==> src/hw/rtl/ebm_pkg.sv <==
`timescale 1ns / 1ps
// ----------------------------------------------------------------------------
// ebm_pkg
// shared types, sizes and register codes of the eight-way border mask unit
// ----------------------------------------------------------------------------
package ebm_pkg;

    localparam int MAX_WIDTH   = 1024;
    localparam int COL_BITS    = $clog2(MAX_WIDTH);
    localparam int WIDTH_BITS  = COL_BITS + 1;
    localparam int CFG_W_BITS  = 11;
    localparam int HEIGHT_BITS = 16;
    localparam int VALUE_BITS  = 16;
    localparam int MASK_BITS   = 8;
    localparam int LINE_BITS   = 2 * VALUE_BITS;

    // configuration register indexes
    localparam logic REG_WIDTH  = 1'b0;
    localparam logic REG_HEIGHT = 1'b1;

    // input kind codes
    localparam logic KIND_PIXEL = 1'b0;
    localparam logic KIND_DRAIN = 1'b1;

    // mask bit positions
    localparam int BIT_N  = 0;
    localparam int BIT_NW = 1;
    localparam int BIT_W  = 2;
    localparam int BIT_SW = 3;
    localparam int BIT_S  = 4;
    localparam int BIT_SE = 5;
    localparam int BIT_E  = 6;
    localparam int BIT_NE = 7;

    // one item on its way from the counter stage to the window stage
    typedef struct packed {
        logic                  pixel;
        logic                  emit;
        logic [COL_BITS-1:0]   col;
        logic [VALUE_BITS-1:0] value;
        logic                  north;
        logic                  south;
        logic                  west;
        logic                  east;
        logic                  end_of_row;
        logic                  end_of_image;
    } ebm_item_t;

    function automatic logic [WIDTH_BITS-1:0] clamp_width(input logic [CFG_W_BITS-1:0] raw);
        logic [WIDTH_BITS-1:0] res;
        if (raw < CFG_W_BITS'(2))
            res = WIDTH_BITS'(2);
        else if ({1'b0, raw} > (CFG_W_BITS + 1)'(MAX_WIDTH))
            res = WIDTH_BITS'(MAX_WIDTH);
        else
            res = WIDTH_BITS'(raw);
        return res;
    endfunction

    function automatic logic [HEIGHT_BITS-1:0] clamp_height(input logic [HEIGHT_BITS-1:0] raw);
        logic [HEIGHT_BITS-1:0] res;
        if (raw < HEIGHT_BITS'(2))
            res = HEIGHT_BITS'(2);
        else
            res = raw;
        return res;
    endfunction

endpackage

==> src/hw/rtl/ebm_window.sv <==
`timescale 1ns / 1ps
// ----------------------------------------------------------------------------
// ebm_window
// line store write-back, 3x3 window shift, neighbour compare, output register
// ----------------------------------------------------------------------------
module ebm_window (
    input  logic                             clk,
    input  logic                             rst_n,
    input  logic                             b_valid,
    input  ebm_pkg::ebm_item_t               b_item,
    output logic                             b_take,
    input  logic [ebm_pkg::LINE_BITS-1:0]    rd_data,
    output logic                             wr_en,
    output logic [ebm_pkg::COL_BITS-1:0]     wr_addr,
    output logic [ebm_pkg::LINE_BITS-1:0]    wr_data,
    output logic                             m_tvalid,
    input  logic                             m_tready,
    output logic [ebm_pkg::MASK_BITS-1:0]    m_tdata,
    output logic                             m_tlast,
    output logic                             m_tuser
);

    localparam int VB = ebm_pkg::VALUE_BITS;

    logic [VB-1:0]                 win_reg  [9];
    logic [VB-1:0]                 win_next [9];
    logic                          out_valid_reg, out_valid_next;
    logic [ebm_pkg::MASK_BITS-1:0] mask_reg, mask_next;
    logic                          eor_reg, eoi_reg;
    logic [VB-1:0]                 top;
    logic [VB-1:0]                 mid;
    logic [VB-1:0]                 c;
    logic                          step;

    // line entry holds the row two above in the upper half, one above in the lower
    assign top = rd_data[ebm_pkg::LINE_BITS-1:VB];
    assign mid = rd_data[VB-1:0];

    assign b_take = b_valid && (!out_valid_reg || m_tready);
    assign step   = b_take;

    assign wr_en   = step && b_item.pixel;
    assign wr_addr = b_item.col;
    assign wr_data = {mid, b_item.value};

    // shift one column west, new column enters at east
    always_comb
    begin
        win_next[0] = win_reg[1];
        win_next[1] = win_reg[2];
        win_next[2] = top;
        win_next[3] = win_reg[4];
        win_next[4] = win_reg[5];
        win_next[5] = mid;
        win_next[6] = win_reg[7];
        win_next[7] = win_reg[8];
        win_next[8] = b_item.value;
    end

    assign c = win_next[4];

    always_comb
    begin
        mask_next = '1;
        if (b_item.north && win_next[1] == c)
            mask_next[ebm_pkg::BIT_N] = 1'b0;
        if (b_item.north && b_item.west && win_next[0] == c)
            mask_next[ebm_pkg::BIT_NW] = 1'b0;
        if (b_item.west && win_next[3] == c)
            mask_next[ebm_pkg::BIT_W] = 1'b0;
        if (b_item.south && b_item.west && win_next[6] == c)
            mask_next[ebm_pkg::BIT_SW] = 1'b0;
        if (b_item.south && win_next[7] == c)
            mask_next[ebm_pkg::BIT_S] = 1'b0;
        if (b_item.south && b_item.east && win_next[8] == c)
            mask_next[ebm_pkg::BIT_SE] = 1'b0;
        if (b_item.east && win_next[5] == c)
            mask_next[ebm_pkg::BIT_E] = 1'b0;
        if (b_item.north && b_item.east && win_next[2] == c)
            mask_next[ebm_pkg::BIT_NE] = 1'b0;
    end

    always_comb
    begin
        out_valid_next = out_valid_reg;
        if (m_tready)
        begin
            out_valid_next = 1'b0;
        end
        if (step && b_item.emit)
        begin
            out_valid_next = 1'b1;
        end
    end

    always_ff @(posedge clk or negedge rst_n)
    begin
        if (!rst_n)
        begin
            out_valid_reg <= 1'b0;
            for (int i = 0; i < 9; i++)
            begin
                win_reg[i] <= '0;
            end
        end
        else
        begin
            out_valid_reg <= out_valid_next;
            if (step)
            begin
                for (int i = 0; i < 9; i++)
                begin
                    win_reg[i] <= win_next[i];
                end
            end
        end
    end

    always_ff @(posedge clk)
    begin
        if (step && b_item.emit)
        begin
            mask_reg <= mask_next;
            eor_reg  <= b_item.end_of_row;
            eoi_reg  <= b_item.end_of_image;
        end
    end

    assign m_tvalid = out_valid_reg;
    assign m_tdata  = mask_reg;
    assign m_tlast  = eor_reg;
    assign m_tuser  = eoi_reg;

endmodule

==> config.mk <==
export PLATFORM = sky130hd
export DESIGN_NAME = ebm_window
export DESIGN_NICKNAME = d
export VERILOG_FILES = /design/src/hw/rtl/ebm_pkg.sv /design/src/hw/rtl/ebm_window.sv
export SDC_FILE = /design/constraint.sdc
export NUM_CORES = 1
export LEC_CHECK = 0
export ABC_CLOCK_PERIOD_IN_PS = 3600
export BUFFER_PORTS_ARGS = -buffer_cell sky130_fd_sc_hd__buf_2
export CAP_MARGIN = 20
export CORE_AREA = 2 2 150 166
export CTS_CLUSTER_SIZE = 28
export DETAILED_ROUTE_END_ITERATION = 6
export DIE_AREA = 0 0 152 168
export SLEW_MARGIN = 25
export SYNTH_ARGS = -nofsm -noshare
export SYNTH_HDL_FRONTEND = slang
export SYNTH_SLANG_ARGS = --single-unit
==> constraint.sdc <==
create_clock -name clk -period 3.6 [get_ports clk]
set_input_delay 0 -clock clk [delete_from_list [all_inputs] [get_ports clk]]
set_output_delay 0 -clock clk [all_outputs]
set_load 0.03 [all_outputs]
==> results of run 1 <==
## cell usage after synthesis
master    count
clkbuf_1      1
buf_2         8
nor4_1        8
buf_4        47
buf_1         6
nand4_1      28
edfxtp_1     10
and3_1        1
xnor2_1     126
nand3_1      12
nor2_1        1
nand2_1     288
inv_1         1
dfrtp_1      97
inv_2         1
nand2b_4      1
buf_6        16
nand2_2       1
o21ai_0       1
xnor2_2       2
## kinds of logic (layout without fill, tap and decap cells)
group / Yosys count / in the layout / synth area share, %
compound gates: 1 / 1 / 0.0852
xor+xnor: 128 / 128 / 19.3
buf+inv: 80 / 183 / 10.3
flops: 107 / 107 / 46.5
simple gates: 340 / 340 / 23.8
## final timing paths
kind                         startpoint             to  slack, ps  cells after the start
setup / recovery               m_tvalid       m_tvalid       1460                      5
hold reg to reg            win_next[86]   win_next[86]        500                      2
hold / removal               b_item[28]     wr_addr[6]       0.01                      0
setup reg to reg               m_tvalid       m_tvalid       1460                      5
max in group asynchronous         rst_n  win_next[120]       2560                      3
min in group asynchronous         rst_n           c[4]        240                      2
## cell type report
| class | instances | area [µm²] | share of cell area (%) |
|---|---|---|---|
| Tap cell | 310 | 388 | 5.48 |
| Inverter | 2 | 7.51 | 0.106 |
| Multi-Input combinational cell | 469 | 2540 | 35.8 |
| Clock inverter | 5 | 37.5 | 0.530 |
| Timing Repair Buffer | 165 | 1140 | 16.1 |
| Clock buffer | 11 | 243 | 3.43 |
| Sequential cell | 107 | 2730 | 38.5 |
## sequential cells by signal, indices dropped and copies added (netlist names)
name / cells
win_next: 80
c: 16
m_tdata: 8
m_tlast: 1
m_tuser: 1
m_tvalid: 1
## metrics by stage
stage / power [mW] / hold slack (ps) / cell area, µm² / cells / util (%)
global route: 3.56 / 0.0434 / 7080 / 1069 / 29.4
floorplan: 2.22 / -296 / 5870 / 656 / -
finish: 3.37 / 0.0132 / 7080 / 1069 / 29.4
CTS: 3.40 / 0.205 / 7080 / 1069 / 29.4
global placement: 2.38 / 0.205 / 6230 / 996 / 25.8
detailed placement: 2.39 / 0.205 / 6230 / 996 / 25.8
## routing by layer
metal | share of wire (%) | track usage, %
met5 | 0 | 0
met4 | 1.9 | 4.67
met3 | 4.8 | 2.34
met2 | 51 | 22.8
met1 | 42 | 16.6
## cells in the final DEF, fill, tap and decap left out, drive strengths merged
cell         Yosys  final
nand2          289    289
nor2             1      1
edfxtp          10     10
nor4             8      8
clkbuf           1     11
nand4           28     28
dfrtp           97     97
inv              2      3
xnor2          128    128
o21ai            1      1
nand2b           1      1
nand3           12     12
and3             1      1
clkinvlp         0      2
buf             77    108
clkinv           0      2
dlygate4sd3      0     57
## timing repair
| action | CTS | global route |
|---|---|---|
| buffers inserted | 0 | 0 |
| hold buffers | 57 | 0 |
| endpoints found under the hold margin | 133 | 0 |
## power breakdown
| part | switching (mW) | internal (mW) | total (mW) |
|---|---|---|---|
| sequential | 0.249 | 1.38 | 1.63 |
| combinational | 0.394 | 0.390 | 0.784 |
| clock | 0.467 | 0.491 | 0.958 |
| total | 1.11 | 2.26 | 3.37 |
==> flow_summary_export.csv, run 1 <==
group,metric,value,unit
run_status,status,"completed",
clock_network,cts_made_buffers,9,
critical_path,cpMaxStageDelayCell,"buf_4",
timing,tightest_slew,1030,ps
timing,clock_skew,9.95,ps
synth,yosys_warnings,0,
die,die_h,168,µm
die,die_width,152,µm
clock_network,clk_pin_slew,70,ps
timing,hold_viol_final,0,
clock_network,clock_sinks,107,
global_routing,grt_pass1_wl,25.8,mm
critical_path,cp_num_buf_inv,2,
timing,min_period_over_period,59.4,%
global_routing,overflow,0,
die,placementRows,60,
detailed_routing,viasPerCell,4.17,
timing,maxSlewViolCount,0,
clock_network,ctsLongestPathBuffers,2,
detailed_routing,first_pass_iters,4,
global_routing,grt_antenna_before_repair,0,
hold_path,hold_path.class,"input pin to output port",
power_and_ir_drop,p_leak,3.20,nW
synth,synth_area,5870,µm²
clock_network,cts_tree,"built",
critical_path,crit_required,3840,ps
critical_path,crit_family,"buffers and inverters",
synth,syn_inst,656,
clock_network,cts_resized,0,
placement,pre_cts_slack,1610,ps
run,max_cap_violations,0,
global_routing,grt_pass1_vias,4494,
detailed_routing,first_iter_violations,407,
power_and_ir_drop,vdd.ir_drop.worst,253,µV
final_layout,area_growth,20.6,%
detailed_routing,ant_nets,0,
critical_path,start_kind,"flop",
timing,slew_headroom,31.4,%
placement,post-dp-hpwl,11.4,mm
synth,synth_seq_area_share,46.5,%
final_layout,nets,824,
synth,syn_avg_cell_area,8.95,µm²
critical_path,path_cells,"nand2b_4 > nand2_2 > buf_4 > o21ai_0 > dlygate4sd3_1",
detailed_routing,wire_per_inst,15.5,µm
critical_path,crit_type,"flop to flop",
clock_network,clk_latency,360,ps
timing,finalSetupViolations,0,
detailed_routing,via_count,4458,
synth,synth.distinct_cells,20,
critical_path,arrival,2380,ps
global_routing,grt_max_degree,99,
die,start_util,24.4,%
final_layout,insertedDiodeCount,0,
clock_network,clockRootBuffer,"clkbuf_16",
placement,portBuffers,104,
placement,gp_congestion,0.822,
clock_network,h-tree-depth,3,
timing,grt_setup_unrepaired,"no",
timing,fin_setup_tns,0,ps
timing,fin_crit,2140,ps
synth,synth_top_area_cell,"dfrtp_1",
synth,synth_top_cell_area_share,41.3,%
timing,fin_ws,1460,ps
global_routing,track_usage,13.2,%
die,dieArea,25500,µm²
detailed_routing,drcViolationCount,0,
detailed_routing,wirelength,16.6,mm
final_layout,drive_above_1_share,16.9,%
timing,fmax,0.467,GHz
critical_path,slowest_delay,730,ps
synth,netlist_top_cells_area,"dfrtp_1 (41%), xnor2_1 (19%), nand2_1 (18%)",
final_layout,fillers,2530,
die,core,24100,µm²
power_and_ir_drop,power.density,476,nW/µm²
die,ios,125,
critical_path,crit_path_max_fanout,98,
synth,ys_seq_elements,107,
synth,synth_nets,726,
critical_path,cp-end-kind,"flop",
No activity file was read; power rests on OpenSTA's default activity.
==> run 2: changes to the inputs <==
Settings changed: ABC_CLOCK_PERIOD_IN_PS 3600 to 1950.
Clock period 3.6 ns to 1.95 ns, I/O delays scaled along.
==> run 2 against run 1 <==
Net effect: final cell count increased by 0.94%; combinational power up 99%; fmax increased by 20%; highest routed layer unchanged; sequential cell count did not move; non-clock buffer count up 11; sequential power up 81%; clock skew up 4.1 ps; die area unchanged; critical path depth is 1 lower; core utilization is 0.69 points higher; final area is 2.3% higher; register-to-register slack got worse by 1300 ps.
==> flow_summary_export.csv, run 2 (synthesized netlist as in run 1, its figures left out) <==
group,metric,value,unit
detailed_routing,via_count,4549,
clock_network,clk_pin_slew,80,ps
detailed_routing,ant_nets,0,
final_layout,mostFrequentLayoutCells,"nand2_1 (288), xnor2_1 (126), buf_2 (103), dfrtp_1 (97), dlygate4sd3_1 (57)",
timing,min_period_over_period,91.2,%
detailed_routing,wire_per_inst,15.3,µm
clock_network,cts_tree,"built",
die,start_util,24.4,%
final_layout,largest_reg_flops,80,
global_routing,overflow,0,
die,dieArea,25500,µm²
timing,finalSetupViolations,0,
final_layout,fin_util,30.1,%
detailed_routing,viasPerCell,4.22,
power_and_ir_drop,combinationalPowerShare,24.5,%
die,ios,125,
final_layout,drive_above_1_share,18.2,%
timing,fmax,0.562,GHz
clock_network,h-tree-depth,3,
final_layout,multiInputGateArea,2540,µm²
clock_network,clock_sinks,107,
die,core,24100,µm²
global_routing,track_usage,13.0,%
placement,gp_congestion,0.811,
global_routing,grt_antenna_before_repair,0,
global_routing,grt_pass1_wl,25.6,mm
final_layout,insertedDiodeCount,0,
critical_path,crit_path_max_fanout,10,
critical_path,crit_required,2040,ps
power_and_ir_drop,vdd.ir_drop.worst,415,µV
timing,slew_headroom,59.1,%
clock_network,cts_made_buffers,9,
power_and_ir_drop,seqPwrFrac,46.2,%
critical_path,start_kind,"flop",
power_and_ir_drop,p_clk_share,29.3,%
hold_path,hold_path.class,"input pin to output port",
clock_network,clk_latency,360,ps
placement,post-dp-hpwl,11.8,mm
global_routing,grt_pass1_vias,4614,
detailed_routing,first_pass_iters,4,
detailed_routing,drcViolationCount,0,
critical_path,cp-end-kind,"flop",
timing,fin_crit,1780,ps
global_routing,grt_max_degree,97,
power_and_ir_drop,p_sw_share,32.2,%
final_layout,fillers,2514,
clock_network,clockRootBuffer,"clkbuf_16",
timing,clock_skew,14.0,ps
clock_network,ctsLongestPathBuffers,2,
detailed_routing,wirelength,16.5,mm
critical_path,arrival,1870,ps
final_layout,seqCellArea,2730,µm²
die,placementRows,60,
power_and_ir_drop,p_sw,2.06,mW
power_and_ir_drop,power.density,881,nW/µm²
die,die_h,168,µm
placement,portBuffers,104,
timing,hold_viol_final,0,
run_status,status,"completed",
timing,holdWs,0.0132,ps
timing,fin_setup_tns,0,ps
final_layout,area_growth,23.4,%
critical_path,crit_type,"flop to flop",
timing,tightest_slew,614,ps
timing,maxSlewViolCount,0,
power_and_ir_drop,p_leak,3.29,nW
power_and_ir_drop,p_int,4.33,mW
timing,grt_setup_unrepaired,"no",
detailed_routing,first_iter_violations,325,
final_layout,nets,835,
final_layout,layout_commonest_cell,"nand2_1",
die,die_width,152,µm
run,max_cap_violations,0,
[run 2: final timing paths]
check	slack, ps	startpoint	depth (start not counted)	endpoint
max	170	c[7]	4	m_tdata[7]
min	0.01	b_item[28]	0	wr_addr[6]
max reg2reg	170	c[7]	4	m_tdata[7]
min reg2reg	500	win_next[90]	2	win_next[90]
max in group asynchronous	1290	rst_n	3	win_next[118]
min in group asynchronous	40	rst_n	2	c[14]
[run 2: area by class of cell]
cell class | instances | area share [%]
clock buffers | 9 | 3.11
clock inverters | 6 | 1.00
inverters | 2 | 0.104
multi-input cells | 469 | 35.1
flip-flops and latches | 107 | 37.6
well taps | 310 | 5.35
repair buffers | 176 | 17.7
[run 2: repair_timing]
item | in CTS | in global routing
buffers inserted | 0 | 0
gates resized for setup | 0 | 1
hold buffers | 57 | 0
setup endpoints to repair | 0 | 1
hold endpoints to repair | 153 | 0
[run 2: critical path, cell delays in order (launching register included)]
cell     delay (ps)
dfrtp_1         700
xnor2_1         180
nand4_1         120
nor4_1          360
nand4_1         140
[run 2: metrics by stage]
step	setup WS, ps	area, µm²	std cells	power, mW
2_1_floorplan	173	5870	656	4.09
3_3_place_gp	160	6370	1007	4.46
3_5_place_dp	130	6370	1007	4.48
4_1_cts	106	7240	1079	6.45
5_1_grt	18.0	7250	1079	6.73
6_report	172	7250	1079	6.38
[run 2: power groups by stage]
stage / clock [mW] / combinational [mW] / sequential, mW
2_1_floorplan: 0 / 1.31 / 2.78
3_3_place_gp: 0 / 1.47 / 2.99
3_5_place_dp: 0 / 1.48 / 2.99
4_1_cts: 1.91 / 1.58 / 2.95
5_1_grt: 1.99 / 1.74 / 3.00
6_report: 1.87 / 1.56 / 2.95
[run 2: metal layers]
metal / share of wire [%] / track usage, %
met5: 0 / 0
met4: 3.3 / 5.44
met3: 5.0 / 2.21
met2: 50 / 22.9
met1: 42 / 15.7
