### src/hw/rtl/ebm_pkg.sv
`timescale 1ns / 1ps
// ----------------------------------------------------------------------------
// ebm_pkg
// shared types, sizes and register codes of the eight-way border mask unit
// ----------------------------------------------------------------------------
package ebm_pkg;

    localparam int MAX_WIDTH   = 1024;
    localparam int COL_BITS    = $clog2(MAX_WIDTH);
    localparam int WIDTH_BITS  = COL_BITS + 1;
    localparam int CFG_W_BITS  = 11;
    localparam int HEIGHT_BITS = 16;
    localparam int VALUE_BITS  = 16;
    localparam int MASK_BITS   = 8;
    localparam int LINE_BITS   = 2 * VALUE_BITS;

    // configuration register indexes
    localparam logic REG_WIDTH  = 1'b0;
    localparam logic REG_HEIGHT = 1'b1;

    // input kind codes
    localparam logic KIND_PIXEL = 1'b0;
    localparam logic KIND_DRAIN = 1'b1;

    // mask bit positions
    localparam int BIT_N  = 0;
    localparam int BIT_NW = 1;
    localparam int BIT_W  = 2;
    localparam int BIT_SW = 3;
    localparam int BIT_S  = 4;
    localparam int BIT_SE = 5;
    localparam int BIT_E  = 6;
    localparam int BIT_NE = 7;

    // one item on its way from the counter stage to the window stage
    typedef struct packed {
        logic                  pixel;
        logic                  emit;
        logic [COL_BITS-1:0]   col;
        logic [VALUE_BITS-1:0] value;
        logic                  north;
        logic                  south;
        logic                  west;
        logic                  east;
        logic                  end_of_row;
        logic                  end_of_image;
    } ebm_item_t;

    function automatic logic [WIDTH_BITS-1:0] clamp_width(input logic [CFG_W_BITS-1:0] raw);
        logic [WIDTH_BITS-1:0] res;
        if (raw < CFG_W_BITS'(2))
            res = WIDTH_BITS'(2);
        else if ({1'b0, raw} > (CFG_W_BITS + 1)'(MAX_WIDTH))
            res = WIDTH_BITS'(MAX_WIDTH);
        else
            res = WIDTH_BITS'(raw);
        return res;
    endfunction

    function automatic logic [HEIGHT_BITS-1:0] clamp_height(input logic [HEIGHT_BITS-1:0] raw);
        logic [HEIGHT_BITS-1:0] res;
        if (raw < HEIGHT_BITS'(2))
            res = HEIGHT_BITS'(2);
        else
            res = raw;
        return res;
    endfunction

endpackage

### src/hw/rtl/ebm_ctrl.sv
`timescale 1ns / 1ps
// ----------------------------------------------------------------------------
// ebm_ctrl
// configuration registers, input and output position counters, line store read
// ----------------------------------------------------------------------------
module ebm_ctrl (
    input  logic                              clk,
    input  logic                              rst_n,
    input  logic                              wr_en,
    input  logic                              wr_index,
    input  logic [ebm_pkg::HEIGHT_BITS-1:0]   wr_data,
    input  logic                              s_tvalid,
    output logic                              s_tready,
    input  logic [ebm_pkg::VALUE_BITS-1:0]    s_tdata,
    input  logic                              s_tuser,
    input  logic                              b_take,
    output logic                              b_valid,
    output ebm_pkg::ebm_item_t                b_item,
    output logic                              rd_en,
    output logic [ebm_pkg::COL_BITS-1:0]      rd_addr
);

    localparam int CB = ebm_pkg::COL_BITS;
    localparam int WB = ebm_pkg::WIDTH_BITS;
    localparam int HB = ebm_pkg::HEIGHT_BITS;

    logic [ebm_pkg::CFG_W_BITS-1:0] width_cfg_reg, width_cfg_next;
    logic [HB-1:0]                  height_cfg_reg, height_cfg_next;
    logic [CB-1:0]                  in_col_reg, in_col_next;
    logic [HB-1:0]                  in_row_reg, in_row_next;
    logic [CB-1:0]                  out_col_reg, out_col_next;
    logic [HB-1:0]                  out_row_reg, out_row_next;
    logic                           b_valid_reg, b_valid_next;
    ebm_pkg::ebm_item_t             b_item_reg, b_item_next;

    logic [WB-1:0]  w_eff;
    logic [HB-1:0]  h_eff;
    logic           accept;
    logic           draining;
    logic           pixel;
    logic           active;
    logic [CB-1:0]  col;
    logic [WB-1:0]  col_inc;
    logic           emit;
    logic [HB-1:0]  ro;
    logic [CB-1:0]  co;
    logic [WB-1:0]  co_inc;
    logic [HB:0]    ro_inc;
    logic           last_col;
    logic           last_row;

    assign w_eff  = ebm_pkg::clamp_width(width_cfg_reg);
    assign h_eff  = ebm_pkg::clamp_height(height_cfg_reg);
    assign s_tready = !b_valid_reg || b_take;
    assign accept = s_tvalid && s_tready;

    assign draining = in_row_reg >= h_eff;
    assign pixel    = (s_tuser == ebm_pkg::KIND_PIXEL) && !draining;
    assign active   = pixel || draining;
    assign col      = ({1'b0, in_col_reg} >= w_eff) ? '0 : in_col_reg;
    assign col_inc  = {1'b0, col} + WB'(1);
    // first result once one row plus one cell is in
    assign emit     = draining || (in_row_reg >= HB'(2))
                      || ((in_row_reg == HB'(1)) && (col != '0));

    assign ro       = (out_row_reg >= h_eff) ? h_eff - HB'(1) : out_row_reg;
    assign co       = ({1'b0, out_col_reg} >= w_eff) ? CB'(w_eff - WB'(1)) : out_col_reg;
    assign co_inc   = {1'b0, co} + WB'(1);
    assign ro_inc   = {1'b0, ro} + (HB + 1)'(1);
    assign last_col = co_inc == w_eff;
    assign last_row = ro_inc == {1'b0, h_eff};

    assign rd_en   = accept && active;
    assign rd_addr = col;

    always_comb
    begin
        width_cfg_next  = width_cfg_reg;
        height_cfg_next = height_cfg_reg;
        in_col_next     = in_col_reg;
        in_row_next     = in_row_reg;
        out_col_next    = out_col_reg;
        out_row_next    = out_row_reg;
        b_valid_next    = b_valid_reg;
        b_item_next     = b_item_reg;

        if (b_take)
        begin
            b_valid_next = 1'b0;
        end

        if (accept && active)
        begin
            b_valid_next             = 1'b1;
            b_item_next.pixel        = pixel;
            b_item_next.emit         = emit;
            b_item_next.col          = col;
            b_item_next.value        = pixel ? s_tdata : '0;
            b_item_next.north        = ro != '0;
            b_item_next.south        = !last_row;
            b_item_next.west         = co != '0;
            b_item_next.east         = !last_col;
            b_item_next.end_of_row   = last_col;
            b_item_next.end_of_image = last_col && last_row;

            if (col_inc >= w_eff)
            begin
                in_col_next = '0;
                if (!draining)
                begin
                    in_row_next = in_row_reg + HB'(1);
                end
            end
            else
            begin
                in_col_next = CB'(col_inc);
            end

            if (emit)
            begin
                if (last_col && last_row)
                begin
                    in_col_next  = '0;
                    in_row_next  = '0;
                    out_col_next = '0;
                    out_row_next = '0;
                end
                else if (last_col)
                begin
                    out_col_next = '0;
                    out_row_next = HB'(ro_inc);
                end
                else
                begin
                    out_col_next = CB'(co_inc);
                    out_row_next = ro;
                end
            end
        end

        if (wr_en)
        begin
            unique case (wr_index)
                ebm_pkg::REG_WIDTH:  width_cfg_next  = wr_data[ebm_pkg::CFG_W_BITS-1:0];
                ebm_pkg::REG_HEIGHT: height_cfg_next = wr_data;
                default:             width_cfg_next  = width_cfg_reg;
            endcase
            // a register write restarts the image
            in_col_next  = '0;
            in_row_next  = '0;
            out_col_next = '0;
            out_row_next = '0;
        end
    end

    always_ff @(posedge clk or negedge rst_n)
    begin
        if (!rst_n)
        begin
            width_cfg_reg  <= ebm_pkg::CFG_W_BITS'(2);
            height_cfg_reg <= HB'(2);
            in_col_reg     <= '0;
            in_row_reg     <= '0;
            out_col_reg    <= '0;
            out_row_reg    <= '0;
            b_valid_reg    <= 1'b0;
        end
        else
        begin
            width_cfg_reg  <= width_cfg_next;
            height_cfg_reg <= height_cfg_next;
            in_col_reg     <= in_col_next;
            in_row_reg     <= in_row_next;
            out_col_reg    <= out_col_next;
            out_row_reg    <= out_row_next;
            b_valid_reg    <= b_valid_next;
        end
    end

    always_ff @(posedge clk)
    begin
        b_item_reg <= b_item_next;
    end

    assign b_valid = b_valid_reg;
    assign b_item  = b_item_reg;

endmodule

### config.mk
export PLATFORM = sky130hd
export DESIGN_NAME = ebm_ctrl
export DESIGN_NICKNAME = d
export VERILOG_FILES = /design/src/hw/rtl/ebm_pkg.sv /design/src/hw/rtl/ebm_ctrl.sv
export SDC_FILE = /design/constraint.sdc
export NUM_CORES = 1
export LEC_CHECK = 0
export BUFFER_PORTS_ARGS = -buffer_cell sky130_fd_sc_hd__buf_2
export CORE_MARGIN = 8
export CORE_UTILIZATION = 40
export CTS_BUF_LIST = sky130_fd_sc_hd__clkbuf_4
export DETAILED_ROUTE_END_ITERATION = 8
export PLACE_DENSITY = 0.53
export REMOVE_ABC_BUFFERS = 1
export SLEW_MARGIN = 20
export SYNTH_ARGS = -nofsm -noshare
export SYNTH_HDL_FRONTEND = slang
export SYNTH_SLANG_ARGS = --single-unit
### constraint.sdc
create_clock -name clk -period 15.8 [get_ports clk]
set_clock_uncertainty 0.2 [all_clocks]
set_input_delay 0.79 -clock clk [delete_from_list [all_inputs] [get_ports clk]]
set_output_delay 0.79 -clock clk [all_outputs]
set_load 0.01 [all_outputs]
==> qor.txt, run 1 <==
FLOORPLANNING
------------------------------------------------------------------------------------
Initial cell density of the core                                               40.5%
Area of the core                                                           23300 um2
Core Rows                                                                         56
Area of the die                                                            28800 um2
Ports placed on the boundary                                                      86
Horizontal die dimension                                                      170 um
Die extent in y                                                               170 um

GRT
------------------------------------------------------------------------------------
Global-route wire length before repair                                       45.3 mm
Vias in the first global route                                                  8136
Maximum number of pins on one net before global-route repair                      81
Gr usage total                                                                 19.7%
Total global routing overflow                                                      0
Initial antenna violation count                                                    1

CLOCK NETWORK
------------------------------------------------------------------------------------
TritonCTS sink count                                                             114
Number of buffers inserted for hold repair after clock tree synthesis              0
Clk slew on worst S/H paths                                                   120 ps
Count of instances resized after the clock tree is built                           0
Clock H-tree levels                                                                4
Post-CTS Setup Repair Bufs                                                         0
Cell at the root of the clock tree                                      sky130_fd_sc_hd__clkbuf_4
Clock buffer count from CTS                                                       17
TritonCTS clock tree                                                             yes
CTS Buffer Depth                                                                   2
Worst-Skew Late Latency                                                       540 ps

LOGIC SYNTHESIS
------------------------------------------------------------------------------------
Yosys top cell area share                                                      20.6%
Sequential fraction of the synthesis area                                      32.0%
Cell with the most instances after synthesis                            sky130_fd_sc_hd__nand2_1
Number of warnings reported in the yosys synthesis log                             0
Dominant cells by area after synthesis                                  sky130_fd_sc_hd__dfrtp_1, sky130_fd_sc_hd__edfxtp_1, sky130_fd_sc_hd__ha_1, sky130_fd_sc_hd__xnor2_1, sky130_fd_sc_hd__nand2_1
Synth cell count leaders                                                sky130_fd_sc_hd__nand2_1, sky130_fd_sc_hd__dfrtp_1, sky130_fd_sc_hd__ha_1
Synth area leader                                                       sky130_fd_sc_hd__dfrtp_1
Mean instance size in the synthesized netlist                               8.78 um2
Proportion of synthesized flip-flops having asynchronous set or reset          70.2%
Syn Inst Count                                                                  1078
Yosys cell types                                                                  93
Post-Synthesis Cell Area                                                    9460 um2
Total of flip-flops plus latches after synthesis                                 114
Top_reg_cell synth                                                      sky130_fd_sc_hd__dfrtp_1
Number of flops mapped to enable cells by yosys                                   34

PLACED DESIGN
------------------------------------------------------------------------------------
Number of I/O port buffers                                                        85
Final RePlAce weighted congestion                                              0.983
Detailed placement HPWL                                                      21.3 mm
Setup slack at placement                                                     8520 ps

DETAILED ROUTING
------------------------------------------------------------------------------------
Vias post-DR                                                                    8363
Wirelength, routed                                                           28.2 mm
Wirelength per Cell                                                          19.1 um
Iteration-0 DRC Markers                                                          626
ANT nets after route                                                               0
Iteration count of the initial detailed-routing pass                               5
Average via count per standard cell                                             5.68
Number of design rule violations left after detail routing                         0

SETUP PATH
------------------------------------------------------------------------------------
CP Class                                                                flop to flop
Arrival time worst endpoint                                                  7570 ps
Required time of the critical path                                          15990 ps
Maximum net fanout on the critical path                                           36
Category of the worst setup path capture point                                  flop
Startpoint type of the worst setup path                                         flop

FINAL LAYOUT
------------------------------------------------------------------------------------
Fraction of layout cells with a size suffix above 1                            16.9%
Layout area overhead                                                           9.39%
Nets                                                                            1250
Filler instances                                                                2352
Number of flip-flops under the largest register name                              34

RUN
------------------------------------------------------------------------------------
Max-capacitance violation count                                                    0

POWER AND IR DROP
------------------------------------------------------------------------------------
Leakage component of the power                                               4.45 nW
P per Cell Area                                                          72.2 nW/um2
Maximum resistive drop on vdd                                                48.5 uV

STATUS
------------------------------------------------------------------------------------
Run status                                                              finished clean

TIMING
------------------------------------------------------------------------------------
Tightest slew margin relative to the limit                                     32.3%
Setup Viol. Count Final                                                            0
RSZ-0062 raised after global routing                                              no
Final Hold Fails                                                                   0
Final Worst Setup Slack                                                      8420 ps
Share of the clock period used by the worst path                               46.7%
Final slew viol count                                                              0
Fin crit period                                                              7380 ps
Achievable frequency                                                       0.135 GHz
Least-Margin Pin Slew                                                        1010 ps
Final total negative setup slack                                                0 ps

MIN PATH
------------------------------------------------------------------------------------
Classification of the worst-slack hold path                             input port to asynchronous set/reset pin

[cell usage in the layout (no fill, tap or decap), types with 5 or more instances in the layout]
master	instances
sky130_fd_sc_hd__nand2b_1	14
sky130_fd_sc_hd__nor4_1	19
sky130_fd_sc_hd__o21ai_0	53
sky130_fd_sc_hd__mux2i_1	15
sky130_fd_sc_hd__nand3_1	34
sky130_fd_sc_hd__nor2b_1	5
sky130_fd_sc_hd__and2_1	31
sky130_fd_sc_hd__o21a_1	10
sky130_fd_sc_hd__o211ai_1	13
sky130_fd_sc_hd__and3_1	18
sky130_fd_sc_hd__a31oi_1	11
sky130_fd_sc_hd__edfxtp_1	34
sky130_fd_sc_hd__a21o_1	15
sky130_fd_sc_hd__clkinv_1	6
sky130_fd_sc_hd__a22o_1	7
sky130_fd_sc_hd__o22ai_1	5
sky130_fd_sc_hd__buf_4	6
sky130_fd_sc_hd__o31ai_1	7
sky130_fd_sc_hd__a21oi_1	37
sky130_fd_sc_hd__o21ai_2	6
sky130_fd_sc_hd__or4_1	6
sky130_fd_sc_hd__a211oi_1	7
sky130_fd_sc_hd__xor2_1	26
sky130_fd_sc_hd__clkinv_2	5
sky130_fd_sc_hd__and4_1	6
sky130_fd_sc_hd__buf_2	84
sky130_fd_sc_hd__ha_1	72
sky130_fd_sc_hd__inv_1	60
sky130_fd_sc_hd__nor2_1	65
sky130_fd_sc_hd__or2_2	5
sky130_fd_sc_hd__xnor2_1	55
sky130_fd_sc_hd__nand2_1	116
sky130_fd_sc_hd__nor3_1	30
sky130_fd_sc_hd__or3_1	6
sky130_fd_sc_hd__nand4_1	25
sky130_fd_sc_hd__o21ai_1	16
sky130_fd_sc_hd__clkbuf_4	19
sky130_fd_sc_hd__mux2_2	28
sky130_fd_sc_hd__dfrtp_1	78
[through the flow]
stage	total power [W]	util (%)	area (um2)	hold slack, ps	std cells
after CTS	0.000753	44.3	10300	236	1471
after floorplan	0.000479	-	9230	273	1029
after global placement	0.000547	43.3	10100	319	1439
after detailed placement	0.000547	43.3	10100	324	1439
final	0.000747	44.4	10300	89.2	1472
after global routing	0.000792	44.4	10300	119	1472
[layout make-up]
type	count	area, um2	area share (%)
Multi-Input combinational cell	850	5960	57.6
Sequential cell	114	3030	29.2
Timing Repair Buffer	91	477	4.61
Tap cell	319	399	3.86
Inverter	65	245	2.37
Clock buffer	19	143	1.38
Clock inverter	13	96.3	0.931
Antenna cell	1	2.50	0.0242
[routing by layer]
layer	share of wire (%)	track usage (%)
met1	48	27.9
met2	42	29.7
met3	7.1	3.98
met4	2.1	5.93
met5	0	0
[where the power goes]
group / total (W) / switching, W / internal (W)
sequential: 0.000345 / 0.0000255 / 0.000319
clock: 0.000203 / 0.000125 / 0.0000782
combinational: 0.000199 / 0.000123 / 0.0000765
[kinds of logic after synthesis]
family	share of synthesized area (%)
buffers and inverters	5.04
flip-flops	32.0
AO/OA/AOI/OAI	17.5
AND/OR/NAND/NOR	23.5
XOR/XNOR	7.50
multiplexers	4.92
adder cells (fa/ha/maj)	9.63
[worst paths after layout]
kind                       slack (ps)                             end  cells after the start                         start
setup / recovery                 8420      out_row_reg[4]$_DFFE_PN0P_                     26  width_cfg_reg[2]$_DFFE_PN0P_
hold / removal                     90  height_cfg_reg[13]$_DFFE_PN0P_                      1                         rst_n
setup reg to reg                 8420      out_row_reg[4]$_DFFE_PN0P_                     26  width_cfg_reg[2]$_DFFE_PN0P_
hold reg to reg                   350             b_valid$_DFFE_PN0P_                      2           b_valid$_DFFE_PN0P_
max in group asynchronous       14730      in_row_reg[12]$_DFFE_PN0P_                      1                         rst_n
min in group clk                  270  height_cfg_reg[15]$_DFFE_PN0P_                      2                   wr_data[15]
[worst max-delay path: stages (launching register included)]
cell                        delay, ps
sky130_fd_sc_hd__dfrtp_1          500
sky130_fd_sc_hd__nor4_4           440
sky130_fd_sc_hd__nand2_1          120
sky130_fd_sc_hd__o21ai_0          480
sky130_fd_sc_hd__inv_1            240
sky130_fd_sc_hd__ha_1             330
sky130_fd_sc_hd__nand2b_1          90
sky130_fd_sc_hd__a31oi_1          110
sky130_fd_sc_hd__o21a_1           230
sky130_fd_sc_hd__a31oi_4          150
sky130_fd_sc_hd__buf_4            380
sky130_fd_sc_hd__o22ai_1          310
sky130_fd_sc_hd__inv_1            160
sky130_fd_sc_hd__ha_1             400
sky130_fd_sc_hd__nand2_1          160
sky130_fd_sc_hd__nor4_1           590
sky130_fd_sc_hd__nand3b_1         140
sky130_fd_sc_hd__o221ai_1         110
sky130_fd_sc_hd__a211oi_1         100
sky130_fd_sc_hd__a211o_1          290
sky130_fd_sc_hd__a2111oi_2        300
sky130_fd_sc_hd__and2_2           520
sky130_fd_sc_hd__inv_2            210
sky130_fd_sc_hd__nor2_8           270
sky130_fd_sc_hd__nor3_4           100
sky130_fd_sc_hd__clkinv_2         200
sky130_fd_sc_hd__o32ai_1          100
Power figures use the tool's default switching activity.
==> run 2: changes to the inputs <==
--- a/config.mk
+++ b/config.mk
@@ -10,7 +10,7 @@
 export CORE_UTILIZATION = 40
 export CTS_BUF_LIST = sky130_fd_sc_hd__clkbuf_4
 export DETAILED_ROUTE_END_ITERATION = 8
-export PLACE_DENSITY = 0.53
+export PLACE_DENSITY = 0.56
 export REMOVE_ABC_BUFFERS = 1
 export SLEW_MARGIN = 20
 export SYNTH_ARGS = -nofsm -noshare
==> constraint.sdc (replaced) <==
create_clock -name clk -period 6.3 [get_ports clk]
set_clock_uncertainty 0.2 [all_clocks]
set_input_delay 0.315 -clock clk [delete_from_list [all_inputs] [get_ports clk]]
set_output_delay 0.315 -clock clk [all_outputs]
set_load 0.01 [all_outputs]
==> run 2 against run 1 <==
The run now ends with negative hold slack left. Power increased to 2.8 times the previous value. Sequential power increased by 140%. Die area unchanged. Routed wire length increased by 4.8%. Final cell count increased by 5.5%. Largest power group unchanged. Highest routed layer unchanged.
==> qor.txt, run 2 (synthesis gave the netlist of run 1 again) <==
GRT
---------------------------------------------------------------------------
Met1 routing resource usage after global routing                      29.0%   was 27.9%
Met3 Use GR                                                           3.35%   was 3.98%
Global-route wire length before repair                              47.8 mm   was 45.3 mm
GR peak layer                                                          met2   unchanged
Gr usage total                                                        20.8%   was 19.7%
Initial antenna violation count                                           1   unchanged
Vias in the first global route                                         8664   was 8136
Met2 layer usage reported by global route                             33.0%   was 29.7%
Total global routing overflow                                             0   unchanged
Maximum number of pins on one net before global-route repair             45   was 81

TIMING
---------------------------------------------------------------------------
Hold Worst Slack                                                   -34.1 ps   was 89.2 ps
Tightest slew margin relative to the limit                            38.5%   was 32.3%
Setup Viol. Count Final                                                   0   unchanged
Least-Margin Pin Slew                                                916 ps   was 1010 ps
Final slew viol count                                                     0   unchanged
Achievable frequency                                              0.172 GHz   was 0.135 GHz
Share of the clock period used by the worst path                      92.4%   was 46.7%
Final Hold Fails                                                          3   was 0
Fin crit period                                                     5820 ps   was 7380 ps
Final Worst Setup Slack                                              477 ps   was 8420 ps

POWER AND IR DROP
---------------------------------------------------------------------------
P per Cell Area                                                  185 nW/um2   was 72.2 nW/um2
Maximum resistive drop on vdd                                       90.9 uV   was 48.5 uV
Leakage component of the power                                      4.86 nW   was 4.45 nW
Total design power                                                0.00207 W   was 0.000747 W

CLOCK NETWORK
---------------------------------------------------------------------------
Clock H-tree levels                                                       4   unchanged
TritonCTS sink count                                                    114   unchanged
Cell at the root of the clock tree                             sky130_fd_sc_hd__clkbuf_4   unchanged
Clk slew on worst S/H paths                                          140 ps   was 120 ps
CTS Buffer Depth                                                          2   unchanged
Clock buffer count from CTS                                              17   unchanged
Worst-Skew Late Latency                                              560 ps   was 540 ps
TritonCTS clock tree                                                    yes   unchanged

MIN PATH
---------------------------------------------------------------------------
Classification of the worst-slack hold path                    input port to flop   was input port to asynchronous set/reset pin
Endpoint of the worst hold-timing path                         width_cfg_reg[1]$_DFFE_PN1P_
Startpoint of the most critical hold path                          wr_index
Min-Delay Path Depth                                                      4

PLACED DESIGN
---------------------------------------------------------------------------
Setup slack at placement                                             163 ps   was 8520 ps
Number of I/O port buffers                                               85   unchanged
Final RePlAce weighted congestion                                     0.938   was 0.983
Detailed placement HPWL                                             22.4 mm   was 21.3 mm

DETAILED ROUTING
---------------------------------------------------------------------------
Wirelength per Cell                                                 19.0 um   was 19.1 um
Vias post-DR                                                           8680   was 8363
Average via count per standard cell                                    5.59   was 5.68
Number of design rule violations left after detail routing                0   unchanged
Wirelength, routed                                                  29.5 mm   was 28.2 mm
ANT nets after route                                                      0   unchanged
Iteration count of the initial detailed-routing pass                      5   unchanged
Iteration-0 DRC Markers                                                 767   was 626

SETUP PATH
---------------------------------------------------------------------------
Family with the most delay on the worst path                   compound AO/OA/AOI/OAI gates   was simple AND/OR/NAND/NOR gates
Category of the worst setup path capture point                         flop   unchanged
Critical register-to-register path endpoint                    out_row_reg[13]$_DFFE_PN0P_   was out_row_reg[4]$_DFFE_PN0P_
Arrival time worst endpoint                                         6070 ps   was 7570 ps
Startpoint type of the worst setup path                                flop   unchanged
Slowest cell on the critical path                              sky130_fd_sc_hd__dfrtp_1   was sky130_fd_sc_hd__nor4_1
CP Class                                                       flop to flop   unchanged
Maximum net fanout on the critical path                                  19   was 36
Most common cell on crit path                                  sky130_fd_sc_hd__ha_1
Register-to-Register Path Depth                                          21   was 26
Critical Path Max Stage Delay                                        610 ps   was 590 ps
Crit-path cells                                                nor2b_1 -> inv_1 -> ha_1 -> nand4_1 -> or2_0 -> o21a_1 -> a31oi_4 -> nor2_1 -> a21oi_1 -> ha_1 -> o311ai_0 -> nor4b_2 -> and4b_1 -> a211oi_1 -> a211o_1 -> a2111oi_2 -> and2_2 -> buf_4 -> o21ai_0 -> xnor2_1 -> a22o_1
Register-to-register setup slack                                     480 ps   was 8420 ps
Origin of the critical flop-to-flop path                       width_cfg_reg[10]$_DFFE_PN0P_   was width_cfg_reg[2]$_DFFE_PN0P_
Required time of the critical path                                  6550 ps   was 15990 ps
Buf/Inv on CP                                                             2   was 5

FINAL LAYOUT
---------------------------------------------------------------------------
Number of flip-flops under the largest register name                     34   unchanged
Nets                                                                   1331   was 1250
Layout area overhead                                                  18.5%   was 9.39%
Most frequent cells in the layout                              sky130_fd_sc_hd__nand2_1, sky130_fd_sc_hd__buf_2, sky130_fd_sc_hd__dfrtp_1, sky130_fd_sc_hd__ha_1, sky130_fd_sc_hd__nor2_1   unchanged
Final core area utilization                                           48.1%   was 44.4%
Most common cell after layout, fill and taps aside             sky130_fd_sc_hd__nand2_1   unchanged
Fraction of layout cells with a size suffix above 1                   20.8%   was 16.9%

RUN
---------------------------------------------------------------------------
Max-capacitance violation count                                           0   unchanged

FLOORPLANNING
---------------------------------------------------------------------------
Core Rows                                                                56   unchanged
Area of the die                                                   28800 um2   unchanged
Area of the core                                                  23300 um2   unchanged
Initial cell density of the core                                      40.5%   unchanged
Die extent in y                                                      170 um   unchanged
Ports placed on the boundary                                             86   unchanged
Horizontal die dimension                                             170 um   unchanged

STATUS
---------------------------------------------------------------------------
Run status                                                     finished with violations   was finished clean
Failing checks                                                 negative hold slack

run 2: changes by cell type in the layout (fill, tap and decap cells not counted), moves of 3 or more:
cell                            change
sky130_fd_sc_hd__buf_4             +44
sky130_fd_sc_hd__dlygate4sd3_1     +38
sky130_fd_sc_hd__clkinv_1           -4
sky130_fd_sc_hd__nor4_4             +4
sky130_fd_sc_hd__clkinv_4           +4
sky130_fd_sc_hd__clkinv_2           -3
sky130_fd_sc_hd__inv_6              +3
run 2: worst max-delay path by stage:
| stage | cells after the start | slack (ps) | end | startpoint |
|---|---|---|---|---|
| 3_5_place_dp | 30 | 160 | in_row_reg[15]$_DFFE_PN0P_ | width_cfg_reg[7]$_DFFE_PN0P_ |
| 2_1_floorplan | 26 | 10 | out_row_reg[7]$_DFFE_PN0P_ | height_cfg_reg[7]$_DFFE_PN0P_ |
| 5_1_grt | 28 | -10 | in_row_reg[5]$_DFFE_PN0P_ | width_cfg_reg[5]$_DFFE_PN0P_ |
| 4_1_cts | 30 | 90 | in_row_reg[15]$_DFFE_PN0P_ | width_cfg_reg[7]$_DFFE_PN0P_ |
| 6_report | 21 | 480 | out_row_reg[13]$_DFFE_PN0P_ | width_cfg_reg[10]$_DFFE_PN0P_ |
| 3_3_place_gp | 30 | 140 | in_row_reg[15]$_DFFE_PN0P_ | width_cfg_reg[7]$_DFFE_PN0P_ |
run 2: layout make-up:
cell class                 instances  area, um2
clock inverter                    14        178
timing repair buffer             172       1180
inverter                          65        246
fill                            2306      12100
tap                              319        399
antenna                            1       2.50
multi-input combinational        850       6050
clock buffer                      18        135
sequential                       114       3030
run 2: per-layer routing:
metal  up-vias  wire, um
met4         0       369
met2       296     13200
li1       4209         -
met3        30      1890
met1      4145     14100
met5         -         0
run 2: power breakdown:
part | switching [W] | leakage [nW] | internal, W
clock | 0.000341 | 0.167 | 0.000284
combinational | 0.000358 | 3.32 | 0.000247
sequential | 0.0000401 | 1.37 | 0.000801
run 2: what timing repair did:
| item | CTS | global route |
|---|---|---|
| hold buffers | 38 | 0 |
| endpoints found under the hold margin | 83 | 0 |
| resized for setup | 0 | 21 |
| endpoints found under the setup margin | 0 | 52 |
| buffers inserted | 0 | 1 |
run 2: per-stage QoR:
| step | instance area (um2) | std cells | hold slack [ps] | setup TNS [ps] |
|---|---|---|---|---|
| 5_1_grt | 11200 | 1553 | 17.6 | -12.0 |
| 4_1_cts | 11100 | 1551 | 30.8 | 0 |
| 3_5_place_dp | 10400 | 1481 | 120 | 0 |
| 3_3_place_gp | 10400 | 1481 | 120 | 0 |
| 6_report | 11200 | 1553 | -34.1 | 0 |
| 2_1_floorplan | 9230 | 1029 | -181 | 0 |
run 2: worst reg2reg max path, stage by stage, from the launching register on:
cell,delay [ps]
sky130_fd_sc_hd__dfrtp_1,610
sky130_fd_sc_hd__nor2b_1,360
sky130_fd_sc_hd__inv_1,160
sky130_fd_sc_hd__ha_1,340
sky130_fd_sc_hd__nand4_1,140
sky130_fd_sc_hd__or2_0,280
sky130_fd_sc_hd__o21a_1,210
sky130_fd_sc_hd__a31oi_4,230
sky130_fd_sc_hd__nor2_1,70
sky130_fd_sc_hd__a21oi_1,180
sky130_fd_sc_hd__ha_1,270
sky130_fd_sc_hd__o311ai_0,230
sky130_fd_sc_hd__nor4b_2,400
sky130_fd_sc_hd__and4b_1,250
sky130_fd_sc_hd__a211oi_1,50
sky130_fd_sc_hd__a211o_1,290
sky130_fd_sc_hd__a2111oi_2,340
sky130_fd_sc_hd__and2_2,280
sky130_fd_sc_hd__buf_4,290
sky130_fd_sc_hd__o21ai_0,160
sky130_fd_sc_hd__xnor2_1,170
sky130_fd_sc_hd__a22o_1,210
==> run 3: changes to the inputs <==
--- a/config.mk
+++ b/config.mk
@@ -6,6 +6,7 @@
 export NUM_CORES = 1
 export LEC_CHECK = 0
 export BUFFER_PORTS_ARGS = -buffer_cell sky130_fd_sc_hd__buf_2
+export CORE_ASPECT_RATIO = 0.75
 export CORE_MARGIN = 8
 export CORE_UTILIZATION = 40
 export CTS_BUF_LIST = sky130_fd_sc_hd__clkbuf_4
==> run 3 against run 2 <==
Core utilization up 0.99 points. Highest routed layer unchanged. Sequential share of layout area down 0.30 points. The run now ends clean. Clock power up 12%. Setup slack worse by 83 ps. Routed wire length up 3.5%. First-iteration DRC count up 18%.
==> qor.txt, run 3 (synthesis gave the netlist of run 1 again) <==
SETUP PATH
---------------------------------------------------------------------------
Startpoint type of the worst setup path                                flop   unchanged
Arrival time worst endpoint                                         6130 ps   was 6070 ps
Required time of the critical path                                  6520 ps   was 6550 ps
CP Class                                                       flop to flop   unchanged
Maximum net fanout on the critical path                                  11   was 19
Category of the worst setup path capture point                         flop   unchanged

FLOORPLANNING
---------------------------------------------------------------------------
Core Rows                                                                48   was 56
Area of the core                                                  23100 um2   was 23300 um2
Initial cell density of the core                                      40.9%   was 40.5%
Die extent in y                                                      149 um   was 170 um
Area of the die                                                   28900 um2   was 28800 um2
Horizontal die dimension                                             194 um   was 170 um
Ports placed on the boundary                                             86   unchanged

FINAL LAYOUT
---------------------------------------------------------------------------
Final design area excluding fillers                               11300 um2   was 11200 um2
Fraction of layout cells with a size suffix above 1                   21.5%   was 20.8%
Number of flip-flops under the largest register name                     34   unchanged
Layout area overhead                                                  19.9%   was 18.5%
Nets                                                                   1348   was 1331
Most common cell after layout, fill and taps aside             sky130_fd_sc_hd__nand2_1   unchanged
Most frequent cells in the layout                              sky130_fd_sc_hd__nand2_1, sky130_fd_sc_hd__buf_2, sky130_fd_sc_hd__dfrtp_1, sky130_fd_sc_hd__ha_1   was sky130_fd_sc_hd__nand2_1, sky130_fd_sc_hd__buf_2, sky130_fd_sc_hd__dfrtp_1, sky130_fd_sc_hd__ha_1, sky130_fd_sc_hd__nor2_1

CLOCK NETWORK
---------------------------------------------------------------------------
Clk slew on worst S/H paths                                          160 ps   was 140 ps
CTS Buffer Depth                                                          2   unchanged
Worst-Skew Late Latency                                              580 ps   was 560 ps
TritonCTS sink count                                                    114   unchanged
TritonCTS clock tree                                                    yes   unchanged
Cell at the root of the clock tree                             sky130_fd_sc_hd__clkbuf_4   unchanged
Clock H-tree levels                                                       4   unchanged
Clock buffer count from CTS                                              17   unchanged

PLACED DESIGN
---------------------------------------------------------------------------
Cell area after placement                                         10500 um2   was 10400 um2
Number of I/O port buffers                                               85   unchanged
Setup slack at placement                                            16.0 ps   was 163 ps
Final RePlAce weighted congestion                                     0.984   was 0.938
Detailed placement HPWL                                             23.3 mm   was 22.4 mm

TIMING
---------------------------------------------------------------------------
Final slew viol count                                                     0   unchanged
Setup Viol. Count Final                                                   0   unchanged
Tightest slew margin relative to the limit                            44.5%   was 38.5%
Least-Margin Pin Slew                                                826 ps   was 916 ps
Final total negative setup slack                                       0 ps   unchanged
Share of the clock period used by the worst path                      93.8%   was 92.4%
Achievable frequency                                              0.169 GHz   was 0.172 GHz
Final Worst Setup Slack                                              393 ps   was 477 ps
Final Hold Fails                                                          0   was 3
Fin crit period                                                     5910 ps   was 5820 ps

GRT
---------------------------------------------------------------------------
Gr usage total                                                        21.1%   was 20.8%
Total global routing overflow                                             0   unchanged
Global-route wire length before repair                              48.6 mm   was 47.8 mm
Initial antenna violation count                                           2   was 1
Vias in the first global route                                         8456   was 8664
Maximum number of pins on one net before global-route repair             43   was 45

DETAILED ROUTING
---------------------------------------------------------------------------
Iteration count of the initial detailed-routing pass                      6   was 5
Wirelength per Cell                                                 19.7 um   was 19.0 um
Vias post-DR                                                           8922   was 8680
Average via count per standard cell                                    5.75   was 5.59
ANT nets after route                                                      0   unchanged
Wirelength, routed                                                  30.6 mm   was 29.5 mm
Number of design rule violations left after detail routing                0   unchanged
Iteration-0 DRC Markers                                                 907   was 767

MIN PATH
---------------------------------------------------------------------------
Classification of the worst-slack hold path                    input port to asynchronous set/reset pin   was input port to flop

STATUS
---------------------------------------------------------------------------
Run status                                                     finished clean   was finished with violations

POWER AND IR DROP
---------------------------------------------------------------------------
Leakage component of the power                                      4.95 nW   was 4.86 nW
Maximum resistive drop on vdd                                        143 uV   was 90.9 uV
P per Cell Area                                                  190 nW/um2   was 185 nW/um2
Total design power                                                0.00216 W   was 0.00207 W

RUN
---------------------------------------------------------------------------
Max-capacitance violation count                                           0   unchanged

run 3: worst paths after layout:
check                                               from  slack (ps)                             end  cells past startpoint
min                                                rst_n          60  height_cfg_reg[10]$_DFFE_PN0P_                      2
max in group asynchronous                          rst_n        4770       in_row_reg[6]$_DFFE_PN0P_                      3
min in group clk                                  b_take         190      in_row_reg[11]$_DFFE_PN0P_                      7
min reg2reg                height_cfg_reg[8]$_DFFE_PN0P_         380   height_cfg_reg[8]$_DFFE_PN0P_                      1
max                        height_cfg_reg[7]$_DFFE_PN0P_         390      out_row_reg[2]$_DFFE_PN0P_                     27
max reg2reg                height_cfg_reg[7]$_DFFE_PN0P_         390      out_row_reg[2]$_DFFE_PN0P_                     27
run 3: what timing repair did:
| action | in CTS | in global routing |
|---|---|---|
| buffers inserted | 1 | 4 |
| hold endpoints to repair | 87 | 1 |
| pin swaps | 1 | 3 |
| endpoints found under the setup margin | 5 | 43 |
| resized for setup | 0 | 15 |
| hold buffers | 38 | 1 |
run 3: critical path, cell delays in order (launching register included):
cell and delay, ps:
sky130_fd_sc_hd__dfrtp_1 430, sky130_fd_sc_hd__nor4_4 300, sky130_fd_sc_hd__nand2_1 130, sky130_fd_sc_hd__o21ai_2 200
sky130_fd_sc_hd__inv_2 60, sky130_fd_sc_hd__ha_1 260, sky130_fd_sc_hd__nand2b_1 150, sky130_fd_sc_hd__a31o_2 240
sky130_fd_sc_hd__a211oi_1 300, sky130_fd_sc_hd__a21o_1 200, sky130_fd_sc_hd__nand2_1 120, sky130_fd_sc_hd__nand2_1 100
sky130_fd_sc_hd__o21ai_0 110, sky130_fd_sc_hd__inv_1 120, sky130_fd_sc_hd__ha_2 280, sky130_fd_sc_hd__nand3_2 150
sky130_fd_sc_hd__or3_1 400, sky130_fd_sc_hd__a2111oi_2 380, sky130_fd_sc_hd__nand4_1 170, sky130_fd_sc_hd__a311oi_2 300
sky130_fd_sc_hd__o211ai_1 120, sky130_fd_sc_hd__a211oi_1 190, sky130_fd_sc_hd__nand4_1 120, sky130_fd_sc_hd__buf_4 180
sky130_fd_sc_hd__nor2_8 190, sky130_fd_sc_hd__nor3_4 100, sky130_fd_sc_hd__inv_4 180, sky130_fd_sc_hd__o22ai_1 100
run 3: metrics by stage:
step	utilization (%)	std cells	hold WS, ps
finish	49.0	1551	62.2
detailed placement	45.4	1474	156
global route	49.0	1551	70.0
floorplan	-	1029	-181
CTS	48.6	1545	48.2
global placement	45.4	1474	148
run 3: per-layer routing:
layer  track usage, %  share of wire (%)  wire length, um  up-vias
met5                0                  0                0        -
met4             5.60                1.7              509        0
met3             5.23                9.2             2820       43
met2             28.5                 39            11800      443
met1             32.3                 50            15400     4178
li1                 -                  -                -     4258
run 3: area by class of cell:
cell class | instances | area (um2)
clock buffers | 17 | 128
fillers | 2212 | 11800
diodes | 1 | 2.50
repair buffers | 189 | 1320
well taps | 300 | 375
clock inverters | 15 | 219
inverters | 65 | 246
flip-flops and latches | 114 | 3030
multi-input cells | 850 | 6020
run 3: power by group:
part / switching (W) / internal [W]
clock: 0.000369 / 0.000327
combinational: 0.000372 / 0.000257
sequential: 0.0000322 / 0.000801
total: 0.000774 / 0.00139
